--- config.mk ---
export PLATFORM = sky130hd
export DESIGN_NAME = cpu8_alu_shift_bit_unit
export DESIGN_NICKNAME = d
export VERILOG_FILES = /design/src/rtl/cpu8asb_pkg.sv /design/src/rtl/cpu8_alu_shift_bit_unit.sv
export SDC_FILE = /design/constraint.sdc
export NUM_CORES = 1
export LEC_CHECK = 0
export BUFFER_PORTS_ARGS = -buffer_cell sky130_fd_sc_hd__buf_2
export CORE_MARGIN = 10
export CORE_UTILIZATION = 40
export CTS_BUF_LIST = sky130_fd_sc_hd__clkbuf_4
export DETAILED_ROUTE_END_ITERATION = 12
export GPL_TIMING_DRIVEN = 0
export HOLD_SLACK_MARGIN = 0.02
export PLACE_DENSITY_LB_ADDON = 0.15
export SLEW_MARGIN = 20
export SYNTH_ARGS = -nofsm -noshare
export SYNTH_HDL_FRONTEND = slang
export SYNTH_SLANG_ARGS = --single-unit
--- constraint.sdc ---
create_clock -name clk -period 4 [get_ports clk]
set_input_delay 0.2 -clock clk [delete_from_list [all_inputs] [get_ports clk]]
set_output_delay 0.2 -clock clk [all_outputs]
set_load 0.01 [all_outputs]
--- src/rtl/cpu8asb_pkg.sv ---
// ----------------------------------------------------------------------------
// cpu8asb_pkg: codes and helpers for the 8-bit ALU, shift and bit unit
// Operation group, sub-operation codes, flag bit positions and the byte
// shifter shared by the prefixed shifts and the accumulator rotates.
// ----------------------------------------------------------------------------
package cpu8asb_pkg;

	// operation group
	typedef enum logic [2:0] {
		REQ_ALU   = 3'd0,
		REQ_SHIFT = 3'd1,
		REQ_BIT   = 3'd2,
		REQ_RES   = 3'd3,
		REQ_SET   = 3'd4,
		REQ_ROT_A = 3'd5,
		REQ_MISC  = 3'd6
	} req_type_t;

	// accumulator ALU operations
	typedef enum logic [2:0] {
		ALU_ADD = 3'd0,
		ALU_ADC = 3'd1,
		ALU_SUB = 3'd2,
		ALU_SBC = 3'd3,
		ALU_AND = 3'd4,
		ALU_XOR = 3'd5,
		ALU_OR  = 3'd6,
		ALU_CP  = 3'd7
	} alu_op_t;

	// shift and rotate kinds; the accumulator rotates use the first four
	typedef enum logic [2:0] {
		SH_RLC  = 3'd0,
		SH_RRC  = 3'd1,
		SH_RL   = 3'd2,
		SH_RR   = 3'd3,
		SH_SLA  = 3'd4,
		SH_SRA  = 3'd5,
		SH_SWAP = 3'd6,
		SH_SRL  = 3'd7
	} shift_kind_t;

	// flag and complement operations
	typedef enum logic [2:0] {
		MISC_CPL = 3'd0,
		MISC_SCF = 3'd1,
		MISC_CCF = 3'd2
	} misc_op_t;

	// flag positions in the packed flag word
	localparam int unsigned FLAG_Z = 3;
	localparam int unsigned FLAG_N = 2;
	localparam int unsigned FLAG_H = 1;
	localparam int unsigned FLAG_C = 0;

	// returns {carry out, shifted byte}
	function automatic logic [8:0] shift_byte(input shift_kind_t kind,
		input logic [7:0] v, input logic cin);
		logic [8:0] r;
		begin
			case (kind)
				SH_RLC:  r = {v[7], v[6:0], v[7]};
				SH_RRC:  r = {v[0], v[0], v[7:1]};
				SH_RL:   r = {v[7], v[6:0], cin};
				SH_RR:   r = {v[0], cin, v[7:1]};
				SH_SLA:  r = {v[7], v[6:0], 1'b0};
				SH_SRA:  r = {v[0], v[7], v[7:1]};
				SH_SWAP: r = {1'b0, v[3:0], v[7:4]};
				SH_SRL:  r = {v[0], 1'b0, v[7:1]};
				default: r = {1'b0, v};
			endcase
			return r;
		end
	endfunction

endpackage

--- src/rtl/cpu8_alu_shift_bit_unit.sv ---
// ----------------------------------------------------------------------------
// cpu8_alu_shift_bit_unit: pipelined 8-bit ALU, shift and bit unit
// Accumulator ALU ops, prefixed shifts/rotates, bit test/reset/set,
// accumulator rotates and cpl/scf/ccf, with Z/N/H/C flag generation.
// ----------------------------------------------------------------------------
// Usage
//   Input: a word is taken at a rising edge where start is high and busy is
//   low. busy is held low: the pipe never stalls, so a word may be issued on
//   every cycle. Fields: req_type, sub_op, acc_value, operand_value, flags_in
//   (Z bit 3, N bit 2, H bit 1, C bit 0).
//   Output: each word yields exactly one result word, shown on result_value,
//   write_enable and flags_out for one cycle with done high. The receiver
//   cannot hold results off and needs none: there is no back pressure.
//   Pipeline: three register stages; done, result_value, write_enable and
//   flags_out come straight from the s3 registers.
//   Throughput: one word per cycle, as every stage moves on at every edge.
//   Stages: s1 registers the request; s2 holds the byte result, write enable
//   and N/H/C plus the byte whose zero-ness gives Z; s3 does the zero test
//   and registers the outputs.
//   Reset: arst_n clears the valid bits at once; words in flight are dropped
//   and done stays low until a new word has gone through.
// ----------------------------------------------------------------------------
module cpu8_alu_shift_bit_unit (
	input  logic       clk,
	input  logic       arst_n,
	input  logic       start,
	output logic       busy,
	input  logic [2:0] req_type,
	input  logic [2:0] sub_op,
	input  logic [7:0] acc_value,
	input  logic [7:0] operand_value,
	input  logic [3:0] flags_in,
	output logic       done,
	output logic [7:0] result_value,
	output logic       write_enable,
	output logic [3:0] flags_out
);

	// ---------------- stage 1: request register ----------------
	logic                   vld_s1;
	cpu8asb_pkg::req_type_t type_s1;
	logic [2:0]             sub_s1;
	logic [7:0]             acc_s1;
	logic [7:0]             opv_s1;
	logic [3:0]             fin_s1;

	// no back pressure anywhere in the pipe
	assign busy = 1'b0;

	always_ff @(posedge clk or negedge arst_n) begin
		if (!arst_n) begin
			vld_s1 <= 1'b0;
		end else begin
			vld_s1 <= start & ~busy;
		end
	end

	always_ff @(posedge clk) begin
		if (start & ~busy) begin
			type_s1 <= cpu8asb_pkg::req_type_t'(req_type);
			sub_s1  <= sub_op;
			acc_s1  <= acc_value;
			opv_s1  <= operand_value;
			fin_s1  <= flags_in;
		end
	end

	// ---------------- stage 2: compute ----------------
	// Z is either a zero test of ztest or a fixed value (kept or forced).
	logic [7:0] res_c;
	logic       we_c;
	logic       n_c;
	logic       h_c;
	logic       c_c;
	logic [7:0] ztest_c;
	logic       zuse_c;
	logic       zfix_c;

	logic       cin_c;
	logic       ci_c;
	logic [8:0] sum_c;
	logic [4:0] hsum_c;
	logic [8:0] dif_c;
	logic [4:0] hdif_c;
	logic [7:0] mask_c;
	logic [8:0] sh_c;
	logic [8:0] rot_c;

	assign cin_c = fin_s1[cpu8asb_pkg::FLAG_C];
	// carry in only for adc and sbc
	assign ci_c  = ((sub_s1 == cpu8asb_pkg::ALU_ADC) || (sub_s1 == cpu8asb_pkg::ALU_SBC))
		? cin_c : 1'b0;

	assign sum_c  = {1'b0, acc_s1} + {1'b0, opv_s1} + {8'd0, ci_c};
	assign hsum_c = {1'b0, acc_s1[3:0]} + {1'b0, opv_s1[3:0]} + {4'd0, ci_c};
	// bit 8 / bit 4 of the wrapped difference is the borrow
	assign dif_c  = {1'b0, acc_s1} - {1'b0, opv_s1} - {8'd0, ci_c};
	assign hdif_c = {1'b0, acc_s1[3:0]} - {1'b0, opv_s1[3:0]} - {4'd0, ci_c};

	assign mask_c = 8'd1 << sub_s1;

	assign sh_c  = cpu8asb_pkg::shift_byte(cpu8asb_pkg::shift_kind_t'(sub_s1),
		opv_s1, cin_c);
	// accumulator rotates use only the low two bits of the kind
	assign rot_c = cpu8asb_pkg::shift_byte(
		cpu8asb_pkg::shift_kind_t'({1'b0, sub_s1[1:0]}), acc_s1, cin_c);

	always_comb begin
		// default: no operation, flags kept
		res_c   = acc_s1;
		we_c    = 1'b0;
		n_c     = fin_s1[cpu8asb_pkg::FLAG_N];
		h_c     = fin_s1[cpu8asb_pkg::FLAG_H];
		c_c     = cin_c;
		ztest_c = 8'd0;
		zuse_c  = 1'b0;
		zfix_c  = fin_s1[cpu8asb_pkg::FLAG_Z];
		case (type_s1)
			cpu8asb_pkg::REQ_ALU: begin
				we_c   = 1'b1;
				n_c    = 1'b0;
				h_c    = 1'b0;
				c_c    = 1'b0;
				zuse_c = 1'b1;
				case (cpu8asb_pkg::alu_op_t'(sub_s1))
					cpu8asb_pkg::ALU_ADD,
					cpu8asb_pkg::ALU_ADC: begin
						ztest_c = sum_c[7:0];
						res_c   = sum_c[7:0];
						h_c     = hsum_c[4];
						c_c     = sum_c[8];
					end
					cpu8asb_pkg::ALU_SUB,
					cpu8asb_pkg::ALU_SBC: begin
						ztest_c = dif_c[7:0];
						res_c   = dif_c[7:0];
						n_c     = 1'b1;
						h_c     = hdif_c[4];
						c_c     = dif_c[8];
					end
					cpu8asb_pkg::ALU_CP: begin
						// flags of the subtraction, accumulator untouched
						ztest_c = dif_c[7:0];
						res_c   = acc_s1;
						we_c    = 1'b0;
						n_c     = 1'b1;
						h_c     = hdif_c[4];
						c_c     = dif_c[8];
					end
					cpu8asb_pkg::ALU_AND: begin
						ztest_c = acc_s1 & opv_s1;
						res_c   = acc_s1 & opv_s1;
						h_c     = 1'b1;
					end
					cpu8asb_pkg::ALU_XOR: begin
						ztest_c = acc_s1 ^ opv_s1;
						res_c   = acc_s1 ^ opv_s1;
					end
					default: begin
						ztest_c = acc_s1 | opv_s1;
						res_c   = acc_s1 | opv_s1;
					end
				endcase
			end
			cpu8asb_pkg::REQ_SHIFT: begin
				res_c   = sh_c[7:0];
				ztest_c = sh_c[7:0];
				zuse_c  = 1'b1;
				we_c    = 1'b1;
				n_c     = 1'b0;
				h_c     = 1'b0;
				c_c     = sh_c[8];
			end
			cpu8asb_pkg::REQ_BIT: begin
				// Z is the complement of the tested bit
				res_c   = opv_s1;
				ztest_c = opv_s1 & mask_c;
				zuse_c  = 1'b1;
				n_c     = 1'b0;
				h_c     = 1'b1;
			end
			cpu8asb_pkg::REQ_RES: begin
				res_c = opv_s1 & ~mask_c;
				we_c  = 1'b1;
			end
			cpu8asb_pkg::REQ_SET: begin
				res_c = opv_s1 | mask_c;
				we_c  = 1'b1;
			end
			cpu8asb_pkg::REQ_ROT_A: begin
				res_c  = rot_c[7:0];
				we_c   = 1'b1;
				zfix_c = 1'b0;
				n_c    = 1'b0;
				h_c    = 1'b0;
				c_c    = rot_c[8];
			end
			cpu8asb_pkg::REQ_MISC: begin
				case (cpu8asb_pkg::misc_op_t'(sub_s1))
					cpu8asb_pkg::MISC_CPL: begin
						res_c = ~acc_s1;
						we_c  = 1'b1;
						n_c   = 1'b1;
						h_c   = 1'b1;
					end
					cpu8asb_pkg::MISC_SCF: begin
						n_c = 1'b0;
						h_c = 1'b0;
						c_c = 1'b1;
					end
					cpu8asb_pkg::MISC_CCF: begin
						n_c = 1'b0;
						h_c = 1'b0;
						c_c = ~cin_c;
					end
					default: begin
						// unused code: no operation
					end
				endcase
			end
			default: begin
				// unused group: no operation
			end
		endcase
	end

	logic       vld_s2;
	logic [7:0] res_s2;
	logic       we_s2;
	logic       n_s2;
	logic       h_s2;
	logic       c_s2;
	logic [7:0] ztest_s2;
	logic       zuse_s2;
	logic       zfix_s2;

	always_ff @(posedge clk or negedge arst_n) begin
		if (!arst_n) begin
			vld_s2 <= 1'b0;
		end else begin
			vld_s2 <= vld_s1;
		end
	end

	always_ff @(posedge clk) begin
		if (vld_s1) begin
			res_s2   <= res_c;
			we_s2    <= we_c;
			n_s2     <= n_c;
			h_s2     <= h_c;
			c_s2     <= c_c;
			ztest_s2 <= ztest_c;
			zuse_s2  <= zuse_c;
			zfix_s2  <= zfix_c;
		end
	end

	// ---------------- stage 3: zero flag and output register ----------------
	logic       vld_s3;
	logic [7:0] res_s3;
	logic       we_s3;
	logic [3:0] fl_s3;
	logic       z_c;

	assign z_c = zuse_s2 ? (ztest_s2 == 8'd0) : zfix_s2;

	always_ff @(posedge clk or negedge arst_n) begin
		if (!arst_n) begin
			vld_s3 <= 1'b0;
		end else begin
			vld_s3 <= vld_s2;
		end
	end

	always_ff @(posedge clk) begin
		if (vld_s2) begin
			res_s3 <= res_s2;
			we_s3  <= we_s2;
			fl_s3  <= {z_c, n_s2, h_s2, c_s2};
		end
	end

	assign done         = vld_s3;
	assign result_value = res_s3;
	assign write_enable = we_s3;
	assign flags_out    = fl_s3;

endmodule

### After elaboration in Yosys (flattened, before gate mapping)

Cells that the tools add are included.

* bitwise logic cells: 9
* add/sub/neg operators: 8
* muxes and demuxes: 22
* reductions and logical operators: 13
* shift operators: 1
* equality and inequality tests: 16

Operators with widths (number)
* 9-bit case mux with 8 select lines: 1
* 8-bit case mux with 7 select lines: 1
* 8-bit case mux with 5 select lines: 1
* 9-bit case mux with 4 select lines: 1
* 8-bit case mux with 4 select lines: 1
* 8-bit bitwise AND: 3
* 8-bit case mux with 3 select lines: 1
* 3-bit equality test, second input constant: 7
* 8-bit NOT: 2
* 8-bit bitwise OR: 2
* 3-bit by 2-bit equality test with 1-bit output, second input constant: 4
* 8-bit by 8-bit adder with 9-bit output: 1
* 9-bit by 1-bit adder with 9-bit output: 1
* 1-bit case mux with 3 select lines: 3
* 3-bit OR reduction: 3
* 8-bit by 8-bit subtractor with 9-bit output: 1
* 9-bit by 1-bit subtractor with 9-bit output: 1
* 8-bit zero test: 1
* 8-bit 2-to-1 mux: 1
* 1-bit case mux with 2 select lines: 4
* 1-bit case mux with 4 select lines: 2
* 2-bit OR reduction: 4
* 1-bit by 3-bit << shifter with 8-bit output, first input constant: 1
* 8-bit XOR: 1
* other kinds (13): 21

* input port bits: 29
* flip-flop bits (word level): 64
* output and inout port bits: 15

### Longest topological paths before layout

* depth after elaboration: 6
* mapped depth: 14

### Worst setup path after synthesis

Ideal clock, no wire load.

* kind: register to register
* start: reg sub_s1[0]
* end: reg c_s2, data pin
* arrival: 2.744 ns
* clock period less this slack: 3.010 ns
* setup slack: 0.990 ns
* stages on the path, launching flop included: 13
* buffers on the path: 2
* data required time: 3.734 ns
* cells stage by stage: edfxtp_1 -> buf_2 -> buf_2 -> nand3b_1 -> fa_1 -> fa_1 -> o21a_1 -> o221a_2 -> a21o_1 -> a21oi_2 -> xnor2_1 -> o32a_1 -> o21ai_1

* longest elaborated chain between the ends: 6
* elaborated cells between the ends (all ways): 23
* classes of those cells: add/sub: 2; eq/ne: 10; mux: 6; reduce/logical: 5

RTL lines
* start: declaration: line cpu8_alu_shift_bit_unit.sv:42 `logic [2:0] sub_s1;`
* start signal: assignment: line cpu8_alu_shift_bit_unit.sv:61 `sub_s1 <= sub_op;`
* 3-bit by 1-bit equality test with 1-bit output or 3-bit by 2-bit equality test with 1-bit output (tied branches)
* 1-bit logical OR: line cpu8_alu_shift_bit_unit.sv:91 `assign ci_c = ((sub_s1 == cpu8asb_pkg::ALU_ADC) || (sub_s1 == cpu8asb_pkg::ALU_SBC))`
* 1-bit 2-to-1 mux: line cpu8_alu_shift_bit_unit.sv:92 `? cin_c : 1'b0;`
* 9-bit by 1-bit subtractor with 9-bit output or 9-bit by 1-bit adder with 9-bit output (tied branches): line cpu8_alu_shift_bit_unit.sv:97, cpu8_alu_shift_bit_unit.sv:94
* 1-bit case mux with 2 select lines: line cpu8_alu_shift_bit_unit.sv:125 `case (cpu8asb_pkg::alu_op_t'(sub_s1))`
* 1-bit case mux with 4 select lines (*): line cpu8_alu_shift_bit_unit.sv:118 `case (type_s1)`
* net c_c: line cpu8_alu_shift_bit_unit.sv:74 `logic c_c;`
* end signal: assignment: line cpu8_alu_shift_bit_unit.sv:251 `c_s2 <= c_c;`
* end: declaration: line cpu8_alu_shift_bit_unit.sv:232 `logic c_s2;`

The timed path passes the listed nets; every way through them passes the cells marked *.
A chain may end at the register's enable or synchronous reset.

### Final worst setup path

* start: reg sub_s1[0]
* end: reg res_s2[6], data pin

* longest elaborated chain between the ends: 6
* elaborated cells between the ends (all ways): 27
* classes of those cells: add/sub: 2; eq/ne: 10; shift: 1; mux: 6; bitwise: 3; reduce/logical: 5

RTL lines
* 3-bit by 1-bit equality test with 1-bit output or 3-bit by 2-bit equality test with 1-bit output (tied branches): line cpu8asb_pkg.sv:61, cpu8_alu_shift_bit_unit.sv:91, cpu8_alu_shift_bit_unit.sv:125
* 1-bit logical OR: line cpu8_alu_shift_bit_unit.sv:91
* 1-bit 2-to-1 mux: line cpu8_alu_shift_bit_unit.sv:92
* 9-bit by 1-bit subtractor with 9-bit output or 9-bit by 1-bit adder with 9-bit output (tied branches): line cpu8_alu_shift_bit_unit.sv:97, cpu8_alu_shift_bit_unit.sv:94
* 8-bit case mux with 5 select lines: line cpu8_alu_shift_bit_unit.sv:125
* 8-bit case mux with 7 select lines (*): line cpu8_alu_shift_bit_unit.sv:118
* net res_c[6]: line cpu8_alu_shift_bit_unit.sv:70 `logic [7:0] res_c;`
* end signal: assignment: line cpu8_alu_shift_bit_unit.sv:247 `res_s2 <= res_c;`
* end: declaration: line cpu8_alu_shift_bit_unit.sv:228 `logic [7:0] res_s2;`

Marks and branches as above.

==> run metrics <==
maxcap violations 0; global-route wire length before repair 23,790 um; LEAKAGE 0.002160 uW; routed wl met2 6993 um; worst rel slew slack 44.46%; total wire length 15,450 um; run status complete, no violations; diode count 0; Tmin final 3.597 ns; top_reg_cell synth edfxtp_1; H-tree depth 3; DRC violation total after the first TritonRoute iteration 537; area share of fa/ha/maj cells after synthesis 9.389%; largest net degree at the start of global routing 28; crit path max fanout 10; Wirelength per Cell 21.64 um; Layout Cells excl Fill 714; Top Layer Used met4; number of vias per cell 5.852; share of the clock period used by the worst path 89.91%; largest family of logic cells by synthesized area compound AO/OA/AOI/OAI gates; slowest stage cell on the critical path fa_1; CTS root buf clkbuf_4; clk sinks 64; clock tree buffer depth 2; GRT overflow 0; yosys synthesis warning count 0; Global Route Usage Sum 19.04%; post-synthesis sequential area ratio 41.59%; share of layout cells above drive strength 1 14.71%; Site Rows 39; Die Y 127.1 um; Avg Synthesized Cell Area 9.433 um2; Setup-failing EPs final 0; RSZ-0062 raised after global routing false; M1 wire length 6744 um; number of global-route vias before repair 4,046; ys async rst share 4.688%; Fin Clk Skew 0.02744 ns; CP peak stage delay 0.39 ns; final hold vios 0; core area 11,320 um2; Layout Nets 627; Peak VDD IR 0.1886 mV; DR vias 4,178; Die Wd 127.1 um; Starting Density 40.50%; critical path class reg2reg; mux share of post-synthesis cell area 3.166%; CTS Buf Count 9; Remaining DRCs 0; Cells after DPL 671; Total Neg Setup Slack 0 ns; WP data required 4.20 ns; Worst-path clk slew 0.11 ns; CP endpoint kind register; gpl congestion 0.9607; input/output buffers 42; cell area after synthesis 4584 um2; met3 WL 1315 um; flops & latches, synth 64; startpoint types register; CTS tree done; Final ANT Viol Nets 0; crit path DAT 3.80 ns; fmax 278.0 MHz; critical path cell sequence buf_2 > buf_2 > nand3b_1 > inv_1 > fa_1 > inv_1 > fa_1 > nand2b_1 > a21oi_2 > nor4b_1 > nor3_1 > o21ai_0 > a211oi_1 > nor2_1; xor/xnor cell area share of the yosys netlist 3.057%; Synth Area in Compound Gates 23.85%; PD cells 374.9 nW/um2; worst-margin pin slew 0.8331 ns; Syn-to-layout area delta 17.93%; Clock Latency Late Sink 0.47 ns; Mapped Cells 486; hpwl dp 11,500 um; initial antenna violation count 0; Ports 44; Post-synth EDFFs 61; Worst Hold Class in2async; die area 16,140 um2; simple logic cell fraction of the synthesized area 13.35%; number of distinct library cells after synthesis 64; cell count of the worst reg-to-reg path 14; Slew Limit Fails 0; synthesized net count 547; drt first pass iters 5
[layout by cell type (no fill, tap or decap), drive strengths merged, types with 7 or more instances in the layout]
cell type    netlist  routed
xnor2             14      14
nand2b            12      12
ha                28      28
clkbuf            13      23
a22oi              7       7
nand3             11      11
nor2              41      41
o21ai             37      37
a211oi             7       7
dlygate4sd3        0      27
buf               18      60
mux2i             10      10
inv               30      30
a21oi             42      42
edfxtp            61      61
nand2             47      47
[cell families (layout without fill, tap and decap cells)]
family | after synthesis | count (layout)
other | 1 | 1
AND/OR/NAND/NOR | 135 | 135
AO/OA/AOI/OAI | 164 | 164
adder cells (fa/ha/maj) | 32 | 32
XOR/XNOR | 16 | 16
buffers and inverters | 61 | 146
flip-flops | 64 | 64
multiplexers | 13 | 13
[flip-flops by register name, summed over array words and instances (netlist names)]
| register | count |
|---|---|
| we_s2 | 1 |
| flags_out | 4 |
| done | 1 |
| h_s2 | 1 |
| vld_s1 | 1 |
| type_s1 | 3 |
| ztest_s2 | 8 |
| zfix_s2 | 1 |
| write_enable | 1 |
| c_s2 | 1 |
| sub_s1 | 3 |
| result_value | 8 |
| acc_s1 | 8 |
| fin_s1 | 4 |
| n_s2 | 1 |
| zuse_s2 | 1 |
| opv_s1 | 8 |
| vld_s2 | 1 |
| res_s2 | 8 |
[metrics by stage]
stage / total power (uW) / cell area, um2 / setup slack, ns / hold slack, ns / util, %
floorplan: 1291 / 4584 / 0.9899 / -0.09559 / -
global placement: 1487 / 4974 / 0.3761 / -0.002480 / 43.93
detailed placement: 1490 / 4974 / 0.4121 / 0.0002204 / 43.93
CTS: 2028 / 5403 / 0.3850 / 0.03839 / 47.72
global route: 2144 / 5406 / 0.07348 / 0.04486 / 47.76
finish: 2027 / 5406 / 0.4035 / 0.05624 / 47.76
[area by class of cell]
class | instances | area [um2]
Buffer | 31 | 140.1
Clock buffer | 10 | 75.07
Clock inverter | 6 | 83.83
Fill cell | 1076 | 5914
Inverter | 30 | 112.6
Multi-Input combinational cell | 361 | 2429
Sequential cell | 64 | 1907
Tap cell | 143 | 178.9
Timing Repair Buffer | 69 | 480.5
[path summary, 6_finish.rpt]
kind / slack (ns) / end / start
setup / recovery: 0.40 / res_s2[6]$_DFFE_PP_ / sub_s1[0]$_DFFE_PP_
hold / removal: 0.06 / vld_s2$_DFF_PN0_ / arst_n
setup reg to reg: 0.40 / res_s2[6]$_DFFE_PP_ / sub_s1[0]$_DFFE_PP_
hold reg to reg: 0.43 / flags_out[2]$_DFFE_PP_ / n_s2$_DFFE_PP_
max in group asynchronous: 3.83 / done$_DFF_PN0_ / arst_n
min in group clk: 0.20 / vld_s1$_DFF_PN0_ / start
[critical path, delay by kind of cell, from the launching register on]
family / cells / cell delay, ns
fa+ha+maj: 2 / 0.62
compound gates: 3 / 0.68
simple gates: 5 / 0.91
buf+inv: 4 / 0.77
flops: 1 / 0.36
[repair_timing]
| action | CTS | global route |
|---|---|---|
| setup endpoints to repair | 0 | 1 |
| gates resized for setup | 0 | 1 |
| hold buffers | 27 | 0 |
| setup buffers | 0 | 0 |
| endpoints found under the hold margin | 29 | 0 |
[power breakdown]
group | leakage (uW) | switching [uW] | internal (uW)
logic | 0.00145 | 386 | 256
clock network | 0.0000800 | 257 | 257
registers | 0.000631 | 56.7 | 815
total | 0.00216 | 699 | 1330
[synth_stat cells, types with 3 or more instances]
cell,count,share of area (%)
edfxtp_1,61,40
nand2_1,46,3.8
a21oi_1,41,4.5
nor2_1,41,3.4
o21ai_0,36,3.9
inv_1,30,2.5
ha_1,28,7.6
xnor2_1,14,2.7
buf_2,13,1.4
clkbuf_1,13,1.1
nand2b_1,12,1.6
nand3_1,11,1.2
mux2i_1,10,2.2
a22oi_1,7,1.1
a211oi_1,6,0.98
a21o_1,6,0.98
nor3_1,6,0.66
o22ai_1,6,0.82
a31oi_1,5,0.68
o211ai_1,5,0.82
o21a_1,5,0.82
o221ai_1,5,0.96
a21boi_0,4,0.66
a221oi_1,4,0.76
fa_1,4,1.7
nor2b_1,4,0.55
a211o_1,3,0.57
a22o_1,3,0.57
a311o_1,3,0.66
buf_1,3,0.25
dfrtp_1,3,1.6
nand4_1,3,0.41
o221a_2,3,0.74
o22a_1,3,0.57
[layer usage]
layer | vias to the layer above | global-route usage (%)
li1 | 1958 | -
met1 | 1981 | 24.70
met2 | 216 | 29.04
met3 | 23 | 5.087
met4 | 0 | 8.640
met5 | - | 0
(Power assumes the default switching activity.)
